==> src/sv/ncq_pkg.sv <==
// Shared constants and types of the Newton-Cotes quadrature core.
package ncq_pkg;

    localparam int SAMPLE_WIDTH_DEF = 32;
    localparam int ACC_WIDTH_DEF    = 64;
    localparam int OUT_WIDTH        = 64;
    localparam int RULE_W           = 2;
    localparam int STEP_W           = 32;
    localparam int LIMB_W           = 32;
    localparam int CFG_ADDR_W       = 1;
    localparam int CFG_DATA_W       = 32;
    localparam int FIFO_DEPTH       = 4;
    // Boole weights times 360 reach 1440 times a sample, so twelve bits of growth.
    localparam int WSUM_GROWTH      = 12;
    localparam int SCALE_DEN        = 360;
    localparam int HALF_DEN         = 180;
    localparam int REM_W            = 9;
    // one quotient digit of the division by 360 per cycle: a digit step sees less than
    // 360 * 2^16, so its product with ceil(2^34 / 360) shifted down by 34 is exact
    localparam int DIV_DIGIT_W      = 16;
    localparam int RECIP_SHIFT      = 34;
    localparam int RECIP_W          = 26;
    localparam logic [RECIP_W-1:0] RECIP_360 = 26'd47721859;

    localparam logic [RULE_W-1:0] RULE_RESET = 2'd0;
    localparam logic [STEP_W-1:0] STEP_RESET = 32'h0001_0000;

    localparam logic [CFG_ADDR_W-1:0] CFG_RULE_SELECT = 1'b0;
    localparam logic [CFG_ADDR_W-1:0] CFG_STEP_SIZE   = 1'b1;

    typedef enum logic [2:0] {
        SCL_IDLE,
        SCL_ABS,
        SCL_MUL_LO,
        SCL_MUL_HI,
        SCL_SUM,
        SCL_DIV,
        SCL_DONE
    } t_scl_state;

    typedef struct packed {
        logic valid;
        logic clip;
    } t_job_ctl;

endpackage

==> src/sv/ncq_fifo.sv <==
// Short queue between the intake and the accumulator.
module ncq_fifo #(
    parameter int WIDTH = 1,
    parameter int DEPTH = ncq_pkg::FIFO_DEPTH
) (
    input  logic             i_clk,
    input  logic             i_rst_n,
    input  logic             i_push,
    input  logic [WIDTH-1:0] i_data,
    output logic             o_full,
    output logic             o_valid,
    input  logic             i_pop,
    output logic [WIDTH-1:0] o_data
);
    localparam int PTR_W = (DEPTH > 1) ? $clog2(DEPTH) : 1;
    localparam int CNT_W = $clog2(DEPTH + 1);

    logic [WIDTH-1:0] r_mem [DEPTH];
    logic [PTR_W-1:0] r_wr_ptr, n_wr_ptr;
    logic [PTR_W-1:0] r_rd_ptr, n_rd_ptr;
    logic [CNT_W-1:0] r_count, n_count;
    logic             do_push, do_pop;

    assign o_full  = (r_count == CNT_W'(DEPTH));
    assign o_valid = (r_count != '0);
    assign o_data  = r_mem[r_rd_ptr];
    assign do_push = i_push && !o_full;
    assign do_pop  = i_pop && o_valid;

    always_comb begin
        n_wr_ptr = r_wr_ptr;
        n_rd_ptr = r_rd_ptr;
        n_count  = r_count;
        if (do_push) begin
            n_wr_ptr = (r_wr_ptr == PTR_W'(DEPTH - 1)) ? '0 : r_wr_ptr + 1'b1;
        end
        if (do_pop) begin
            n_rd_ptr = (r_rd_ptr == PTR_W'(DEPTH - 1)) ? '0 : r_rd_ptr + 1'b1;
        end
        if (do_push && !do_pop) begin
            n_count = r_count + 1'b1;
        end else if (do_pop && !do_push) begin
            n_count = r_count - 1'b1;
        end
    end

    always_ff @(posedge i_clk) begin
        if (!i_rst_n) begin
            r_wr_ptr <= '0;
            r_rd_ptr <= '0;
            r_count  <= '0;
        end else begin
            r_wr_ptr <= n_wr_ptr;
            r_rd_ptr <= n_rd_ptr;
            r_count  <= n_count;
        end
    end

    always_ff @(posedge i_clk) begin
        if (do_push) begin
            r_mem[r_wr_ptr] <= i_data;
        end
    end

endmodule

==> config.mk <==
export PLATFORM = sky130hd
export DESIGN_NAME = ncq_fifo
export DESIGN_NICKNAME = d
export VERILOG_FILES = /design/src/sv/ncq_pkg.sv /design/src/sv/ncq_fifo.sv
export SDC_FILE = /design/constraint.sdc
export NUM_CORES = 1
export LEC_CHECK = 0
export ABC_CLOCK_PERIOD_IN_PS = 2600
export BUFFER_PORTS_ARGS = -buffer_cell sky130_fd_sc_hd__buf_4
export CORE_UTILIZATION = 40
export DETAILED_ROUTE_END_ITERATION = 8
export PLACE_DENSITY = 0.7
export SLEW_MARGIN = 10
export SYNTH_ARGS = -nofsm -noshare
export SYNTH_HDL_FRONTEND = slang
export SYNTH_SLANG_ARGS = --single-unit
==> constraint.sdc <==
create_clock -name i_clk -period 2.6 [get_ports i_clk]
set_input_delay 0.39 -clock i_clk [delete_from_list [all_inputs] [get_ports i_clk]]
set_output_delay 0.39 -clock i_clk [all_outputs]
set_load 0.01 [all_outputs]
* Yosys cells after proc, flatten, opt, wreduce, memory -nomap -nowiden
Memories as Yosys holds them, arrays and structs flattened. A register that Yosys moved wholly into a read port is not among the register bits.
Cells that the tools add are included.
** Operators by class
- $add $sub $neg :: 4
- Equality and inequality tests :: 3
- Multiplexer cells :: 8
- Reductions and logical operators :: 9
** Operators by type and width (number)
- 2-bit 2-to-1 mux :: 4
- 3-bit 2-to-1 mux :: 2
- 2-bit by 1-bit adder with 2-bit output, second input constant :: 2
- 2-bit equality test, second input constant :: 2
- 1-bit logical AND :: 4
- 3-bit by 1-bit adder with 3-bit output, second input constant :: 1
- 3-bit equality test, second input constant :: 1
- 1-bit zero test :: 3
- 3-bit nonzero test :: 1
- 3-bit by 1-bit subtractor with 3-bit output, second input constant :: 1
- 1-bit 2-to-1 mux :: 2
- 2-bit nonzero test :: 1
** Storage, ports and cells
- Bits in registers :: 7
- Bits in writable memories :: 4
- Bits of input ports :: 5
- Output and inout port bits :: 3
- Memories kept :: 1
** Memory list
- r_mem :: words 4, bits a word 1, read ports 1, clocked after memory_dff 1, wr ports 1, RTL line ncq_fifo.sv:18 : logic [WIDTH-1:0] r_mem [DEPTH];

* Depth between registers and ports, before layout
Gate-level depths: netlist of the first run.
- Word-level depth :: 7
- Mapped depth :: 9
- Depth with buffers taken out :: 8

* Least setup slack after synthesis of the first run
OpenSTA, ideal clock, no wires.
- Path kind :: register -> register
- Start :: register r_count[1]
- End :: register r_count[2]
- Setup time :: 0.076 ns
- Arrival time :: 1.999 ns
- Data required time :: 2.524 ns
- Setup slack :: 0.526 ns
- Cell stages (with the launch flop) :: 8
- Period minus slack after synthesis :: 2.074 ns
- Path through :: dfxtp_1 -> o31ai_1 -> ha_1 -> inv_1 -> fa_1 -> xor2_1 -> or3_1 -> a21boi_0
** On the way
- Word-level cells in the longest chain between the ends :: 6
** RTL lines
- from (decl) :: RTL line ncq_fifo.sv:21 : logic [CNT_W-1:0] r_count, n_count;
- from (signal assigned) :: RTL line ncq_fifo.sv:55 : r_count <= n_count;
- branches (longest 6 deep; another with 3-bit by 1-bit subtractor with 3-bit output)
Several ways; the timed one is not identified. The select of a mux whose other input is x is not followed.
A chain may end at the register's enable or synchronous reset.

* Worst setup path after layout of the first run
Same ends and word-level chain as after synthesis.

==> results of run 1 <==
[path summary, 6_finish.rpt]
| kind | start | endpoint | slack (ns) | cells past startpoint |
|---|---|---|---|---|
| min reg2reg | r_wr_ptr[1] | r_wr_ptr[1] | 0.50 | 2 |
| max | r_count[1] | r_count[2] | 0.55 | 7 |
| min | i_data | r_mem[1] | 0.32 | 1 |
| max reg2reg | r_count[1] | r_count[2] | 0.55 | 7 |
[logic make-up (layout without fill, tap and decap cells)]
kind of cell,after synthesis,in the layout,share of synthesized area
compound gates,5,5,0.0480
mux,4,4,0.0840
simple gates,20,20,0.176
xor+xnor,2,2,0.0280
buf+inv,5,16,0.0320
fa+ha+maj,7,7,0.152
flops,13,13,0.480
[power by group through the flow]
stage	combinational [mW]	sequential, mW	clock [mW]
5_1_grt	0.275	0.309	0.137
2_1_floorplan	0.172	0.297	0
3_5_place_dp	0.240	0.307	0
3_3_place_gp	0.236	0.305	0
6_report	0.240	0.301	0.122
4_1_cts	0.244	0.302	0.129
[synth_stat cells (all sizes together)]
library cell,n
or3,2
xnor2,1
o21ai,3
mux2i,3
fa,1
nor3b,1
nand2,6
nand3,2
o31ai,1
buf,1
a21boi,1
and2,5
ha,6
inv,3
dfxtp,9
nor2b,2
xor2,1
clkbuf,1
nor2,2
edfxtp,4
mux4,1
[layout make-up]
cell class              count  area, um^2
inverters                   3        11.3
fillers                   124         653
clock buffers               4        26.3
repair buffers              9        67.6
well taps                  15        18.8
flip-flops and latches     13         300
multi-input cells          38         305
[routing by layer]
metal | GRT usage | share of wire
met1 | 0.141 | 0.51
met4 | 0.0581 | 0.0059
met3 | 0.0652 | 0.043
met2 | 0.138 | 0.44
met5 | 0 | 0
==> metrics.log, run 1 <==
INFO  metric skew = 0.00221 ns
INFO  metric max_freq = approximately 500 MHz
INFO  metric quantity_of_gates_resized_following_cts = 0
INFO  metric critPathBufInv = 1
INFO  metric netlist.top_cell.by_area = dfxtp_1
INFO  metric comb_power_share = 0.362
INFO  metric timing.final.crit_share = 0.790
INFO  metric setup_violations = 0
INFO  metric post_dr_vias_cell = 4.76
INFO  metric maxCapViolations = 0
INFO  metric fin_area = 729 um^2
INFO  metric worst_path_cell_trace = o31ai_1 > ha_1 > inv_1 > fa_1 > xor2_1 > or3_1 > a21boi_0
INFO  metric slew_violations = 0
INFO  metric worstSkewPairLatency = 0.27 ns
INFO  metric route.detailed.drc = 0
INFO  metric portBuffers = 7
INFO  metric power_switching_share = 0.317
INFO  metric finalCoreUtilization = 0.528
INFO  metric clockPowerShare = 0.185
INFO  metric worst_setup_hold_path_clk_slew = 0.08 ns
INFO  metric placeable_area = 1380 um^2
INFO  metric peakVddDrop = between 0.4 and 0.5 mV
INFO  metric layout.cells.most_common_list = dfxtp_1 (9), buf_4 (9), nand2_1 (6), ha_1 (6), and2_1 (5)
INFO  metric cellLeakagePower = 0.316 nW
INFO  metric fin_tns_setup = 0 ns
INFO  metric start_util = 0.452
INFO  metric fin_ws = roughly 0.55 ns
INFO  metric criticalPathCategory = flop to flop
INFO  metric kind_of_launch_point_of_the_worst_setup_path = flop
INFO  metric row_count = 13
INFO  metric stdcell_count = 82
INFO  metric power_per_cell_area = around 910 nW/um^2
INFO  metric worst_path_largest_cell_delay = 0.38 ns
INFO  metric setup_repair_after_global_routing_missed_its_margin = false
INFO  metric detailed_route_via_count = 390
INFO  metric pin_count_of_the_biggest_net_entering_global_routing = 12
INFO  metric fp.dieH = a little over 40 um
INFO  metric gp_routability_congestion = 0.718
INFO  metric yosys-top-cells-area = dfxtp_1 (29%), edfxtp_1 (19%), ha_1 (12%)
INFO  metric grt.overflow.total = 0
INFO  metric critical-path-slowest-cell = fa_1
INFO  metric dp_hpwl = 672 um
INFO  metric num-nets-final = 80
INFO  metric number_of_global_route_vias_before_repair = 337
INFO  metric total_clock_buffers_created_by_cts = 3
INFO  metric critPathTopFamily = adder cells
INFO  metric ios = 8
INFO  metric htree_levels = 1
INFO  metric syn-cell-area = 626 um^2
INFO  metric antenna_cells_inserted = 0
INFO  metric detail_route.wl_per_cell = 10.4 um
INFO  metric relSlewSlack = 0.803
INFO  metric ctsLongestPathBuffers = 2
INFO  metric die_area = roughly 1700 um^2
INFO  metric syn-num-nets = between 60 and 70
INFO  metric drtAntennaViolNets = 0
INFO  metric synth-seq-cells = 13
INFO  metric worstSetupEndpointType = flop
INFO  metric drive_above_1_share = 0.224
INFO  metric die_width = 41.5 um
INFO  metric min-delay-path-class = input port to flop
INFO  metric place_ws = 0.554 ns
INFO  metric cell_internal_pwr = about 0.45 mW
INFO  metric flop_pwr_share = 0.454
INFO  metric netsw = about 0.21 mW
INFO  metric clock_tree_from_tritoncts = yes
INFO  metric critical_path_arrival = 2.26 ns
INFO  metric clock_sink_count = 13
INFO  metric cp_max_fo = 5
INFO  metric final_hold_slack = 0.317 ns
INFO  metric cts.hold.buffers_added = 0
INFO  metric totalWireLength = 852 um
INFO  metric antenna_found_initial = 0
INFO  metric synth_cells = 56
INFO  metric final-hold-violation-count = 0
INFO  metric synth.yosys.seq_area_share = 0.480
INFO  metric postPlaceCellArea = 703 um^2
INFO  metric postSynthAreaPerCell = 11.2 um^2
INFO  metric finalCriticalPeriod = 2.05 ns
INFO  metric yosysUniqueCellTypes = 22
INFO  metric worst-slew-pin-transition = 0.293 ns
INFO  metric totalPowerFinal = 0.663 mW
INFO  metric post-cts-setup-buffer-count = 0
INFO  metric yosys_warnings = 0
INFO  metric area.growth.synth_to_final = 16.6%
INFO  metric outcome = finished clean
INFO  metric globalRouteTotalUtil = 0.108
INFO  metric grt_first_pass_wirelength = 1360 um
INFO  metric cts_root_buffer = clkbuf_4
INFO  metric drt_pass1_iterations = 3
INFO  metric numPlacedInstances = 78
INFO  metric synth_top_cell_area_share = 0.288
INFO  metric drt_iter0_drc = 7
INFO  metric worst_ep_required_time = 2.80 ns
(Power assumes the default switching activity.)
==> run 2, diff against run 1 <==
ABC_AREA = 1   (was not set)
ABC_CLOCK_PERIOD_IN_PS = 2100   (was 2600)
PLACE_DENSITY = 0.69   (was 0.7)
clock period = 2.1 ns   (was 2.6 ns; I/O delays follow)
==> run 2 against run 1 <==
Net effect:
- hold slack lost 0.068 ns
- critical path type unchanged
- routed wire length increased by 10%
- die area rose by 6.5%
- critical endpoint is now r_count[1]
- global-route usage is 2.9 points higher
- maximum frequency is 11% higher
- sequential power rose by 31%
- first-iteration DRC count stayed put
- critical path depth grew 2
- register-to-register slack got worse by 0.29 ns
- largest cell class unchanged
- sequential cell count unchanged
- clock power rose by 20%
==> metrics.log, run 2 <==
INFO  metric critical_path.reg2reg.startpoint = r_count[1]
INFO  metric die_area = 1840 um^2 (+6.5%)
INFO  metric holdPathStages = 1 (unchanged)
INFO  metric number_of_global_route_vias_before_repair = 493 (+46%)
INFO  metric worst_ep_required_time = 2.26 ns (-0.54 ns)
INFO  metric outcome = finished clean
INFO  metric cellLeakagePower = 0.376 nW (+19%)
INFO  metric ios = 8 (unchanged)
INFO  metric synth-async-reset-ratio = 0 (unchanged)
INFO  metric critical-path-slowest-cell = fa_1
INFO  metric setup_violations = 0 (unchanged)
INFO  metric maxCapViolations = 0 (unchanged)
INFO  metric synth-seq-cells = 13 (unchanged)
INFO  metric slew_violations = 0 (unchanged)
INFO  metric drt_iter0_drc = 7 (unchanged)
INFO  metric synth_fa_ha_area_frac = 0.142 (-0.00968)
INFO  metric worstSkewPairLatency = 0.26 ns (about the same)
INFO  metric yosys.area_share.simple = 0.251 (+0.0749)
INFO  metric final-hold-violation-count = 0 (unchanged)
INFO  metric area.growth.synth_to_final = 14.8%
INFO  metric yosys.cell_count.top_type = nor2_1
INFO  metric antenna_found_initial = 0 (unchanged)
INFO  metric power_per_cell_area = 1280 nW/um^2 (+40%)
INFO  metric netlist.top_cell.by_area = dfxtp_1
INFO  metric synth.yosys.seq_area_share = 0.449 (-0.0306)
INFO  metric fin_ws = 0.251 ns (-0.294 ns)
INFO  metric totalPowerFinal = 0.979 mW (+48%)
INFO  metric fin_tns_setup = 0 ns (unchanged)
INFO  metric portBuffers = 7 (unchanged)
INFO  metric hold_path_end = r_mem[2]
INFO  metric cp_max_fo = 6 (+1)
INFO  metric numPlacedInstances = 104 (+33%)
INFO  metric worst_setup_hold_path_clk_slew = 0.07 ns (about the same)
INFO  metric critical_path_arrival = 2.01 ns (-0.25 ns)
INFO  metric ctsLongestPathBuffers = 2 (unchanged)
INFO  metric drive_above_1_share = 0.163 (-0.0608)
INFO  metric die_width = 42.9 um (+3.2%)
INFO  metric hold_path_startpoint = i_data
INFO  metric synth_cells = 81 (+45%)
INFO  metric post-cts-setup-buffer-count = 0 (unchanged)
INFO  metric setup_repair_after_global_routing_missed_its_margin = false
INFO  metric timing.rr.end = r_count[1]
INFO  metric clock_sink_count = 13 (unchanged)
INFO  metric globalRouteTotalUtil = 0.138 (+0.0293)
INFO  metric cts.hold.buffers_added = 0 (unchanged)
INFO  metric post_dr_vias_cell = 4.56 (-4.0%)
INFO  metric peakVddDrop = 0.593 mV (+19%)
INFO  metric pin_count_of_the_biggest_net_entering_global_routing = 8 (-4)
INFO  metric postSynthAreaPerCell = 8.25 um^2 (-26%)
INFO  metric placeable_area = 1540 um^2 (+11%)
INFO  metric route.detailed.drc = 0 (unchanged)
INFO  metric finalCoreUtilization = 0.498 (-0.0300)
INFO  metric synth_mux_area_frac = 0 (-0.0840)
INFO  metric syn-cell-area = 668 um^2 (+6.8%)
INFO  metric r2r.worst_path.cells = 9 (+2)
INFO  metric place_ws = 0.261 ns (-0.293 ns)
INFO  metric antenna_cells_inserted = 0 (unchanged)
INFO  metric worst_path_largest_cell_delay = 0.40 ns (+0.02 ns)
INFO  metric num-nets-final = 105 (+31%)
INFO  metric kind_of_launch_point_of_the_worst_setup_path = flop
INFO  metric synth_xor_xnor_area_share = 0 (-0.0280)
INFO  metric grt.overflow.total = 0 (unchanged)
INFO  metric max_freq = 541 MHz (+11%)
INFO  metric syn-num-nets = 93 (+37%)
INFO  metric ys.flop_type = dfxtp_1
INFO  metric htree_levels = 1 (unchanged)
INFO  metric yosysUniqueCellTypes = 16 (-27%)
INFO  metric fp.dieH = 42.9 um (+3.2%)
INFO  metric relSlewSlack = 0.865 (+0.0624)
INFO  metric layout.cells.most_common_list = nor2_1 (16), inv_1 (15), nand2_1 (11), dfxtp_1 (9), buf_4 (7)
INFO  metric timing.critical_path.mode_cell = inv_1
INFO  metric totalWireLength = 938 um (+10%)
INFO  metric synthesized_area_fraction_occupied_by_ao_oa_aoi_and_oai_cells = 0.0674 (+0.0194)
INFO  metric row_count = 14 (+1)
INFO  metric start_util = 0.433 (-0.0190)
INFO  metric timing.reg2reg.setup_slack = 0.25 ns (-0.29 ns)
INFO  metric worstSetupEndpointType = flop
INFO  metric yosys-top-cells-area = dfxtp_1 (27%), edfxtp_1 (18%), ha_1 (11%)
INFO  metric combinational_family_with_the_most_area_after_synthesis = simple AND/OR/NAND/NOR gates
INFO  metric most_common_library_cell_in_the_layout_ignoring_fill_and_taps = nor2_1
INFO  metric timing.final.crit_share = 0.880 (+0.0900)
INFO  metric cts_root_buffer = clkbuf_4
INFO  metric skew = 0.000912 ns (-0.00130 ns)
INFO  metric detailed_route_via_count = 493 (+26%)
INFO  metric worst_path_cell_trace = nor2_4 > nand2_2 > nand2_1 > inv_1 > ha_1 > inv_1 > fa_1 > o21ai_0 > nor2_1
INFO  metric number_of_enable_flip_flop_cells_after_synthesis = 4 (unchanged)
INFO  metric synth_top_cell_area_share = 0.270 (-0.0183)
INFO  metric criticalPathCategory = flop to flop
INFO  metric dp_hpwl = 734 um (+9.2%)
INFO  metric detail_route.wl_per_cell = 8.69 um (-16%)
INFO  metric grt_first_pass_wirelength = 1840 um (+36%)
INFO  metric clock_tree_from_tritoncts = yes
INFO  metric total_clock_buffers_created_by_cts = 3 (unchanged)
INFO  metric quantity_of_gates_resized_following_cts = 0 (unchanged)
INFO  metric stdcell_count = 108 (+32%)
INFO  metric finalCriticalPeriod = 1.85 ns (-0.206 ns)
INFO  metric drtAntennaViolNets = 0 (unchanged)
INFO  metric synth.cells.most_frequent = nor2_1 (16), inv_1 (15), nand2_1 (11)
INFO  metric min-delay-path-class = input port to flop
INFO  metric drt_pass1_iterations = 2 (-1)
INFO  metric worst-slew-pin-transition = 0.202 ns (-0.0913 ns)
INFO  metric gp_routability_congestion = 0.745 (+3.7%)
INFO  metric yosys_warnings = 0 (unchanged)
[run 2: cell types whose count changed in the layout (fill, tap and decap cells not counted), moves of 3 or more]
cell     change
inv_1       +12
and2_1       -5
a21oi_1      +4
mux2i_1      -3
nor2_1      +14
nand2_1      +5
[run 2: per-layer routing]
layer,global-route usage,part of all wire,vias to the layer above
li1,-,-,274
met3,0.0383,0.018,2
met4,0.113,0.016,0
met5,0,0,-
met2,0.227,0.47,3
met1,0.143,0.49,214
[run 2: cell families (layout without fill, tap and decap cells)]
family | count (synthesis) | after routing
buffers and inverters | 16 | 27
flip-flops | 13 | 13
AND/OR/NAND/NOR | 36 | 36
adder cells (fa/ha/maj) | 7 | 7
AO/OA/AOI/OAI | 9 | 9
[run 2: area by class of cell]
| cell class | count | area, um^2 |
|---|---|---|
| multi-input cells | 52 | 308 |
| fillers | 159 | 774 |
| flip-flops and latches | 13 | 300 |
| repair buffers | 7 | 52.6 |
| inverters | 16 | 60.1 |
| clock buffers | 4 | 26.3 |
| well taps | 16 | 20.0 |
[run 2: how the worst max path moves through the flow]
| stage | to | slack (ns) | startpoint |
|---|---|---|---|
| floorplan | r_count[1] | 0.39 | r_count[1] |
| global placement | r_count[1] | 0.27 | r_count[1] |
| detailed placement | r_count[2] | 0.26 | r_count[0] |
| CTS | r_count[2] | 0.23 | r_count[0] |
| global route | r_count[2] | 0.07 | r_count[0] |
| finish | r_count[1] | 0.25 | r_count[1] |
[run 2: power by group]
group / leakage [nW] / internal (mW) / switching (mW)
Clock: 0.0150 / 0.0734 / 0.0736
Sequential: 0.111 / 0.331 / 0.0632
Combinational: 0.250 / 0.191 / 0.246
Total: 0.376 / 0.595 / 0.383
[run 2: through the flow]
stage	hold WS [ns]	area, um^2
floorplan	0.414	668
global placement	0.515	741
detailed placement	0.517	741
CTS	0.237	767
global route	0.234	767
finish	0.248	767
[run 2: worst max-delay path, delay by kind of cell, from the launching register on]
family                     cells  cell delay [ns]
AOI/OAI and AO/OA              1             0.15
and+or+nand+nor                4             0.47
adders and majority gates      2             0.62
DFF                            1             0.36
buffers and inverters          2             0.15
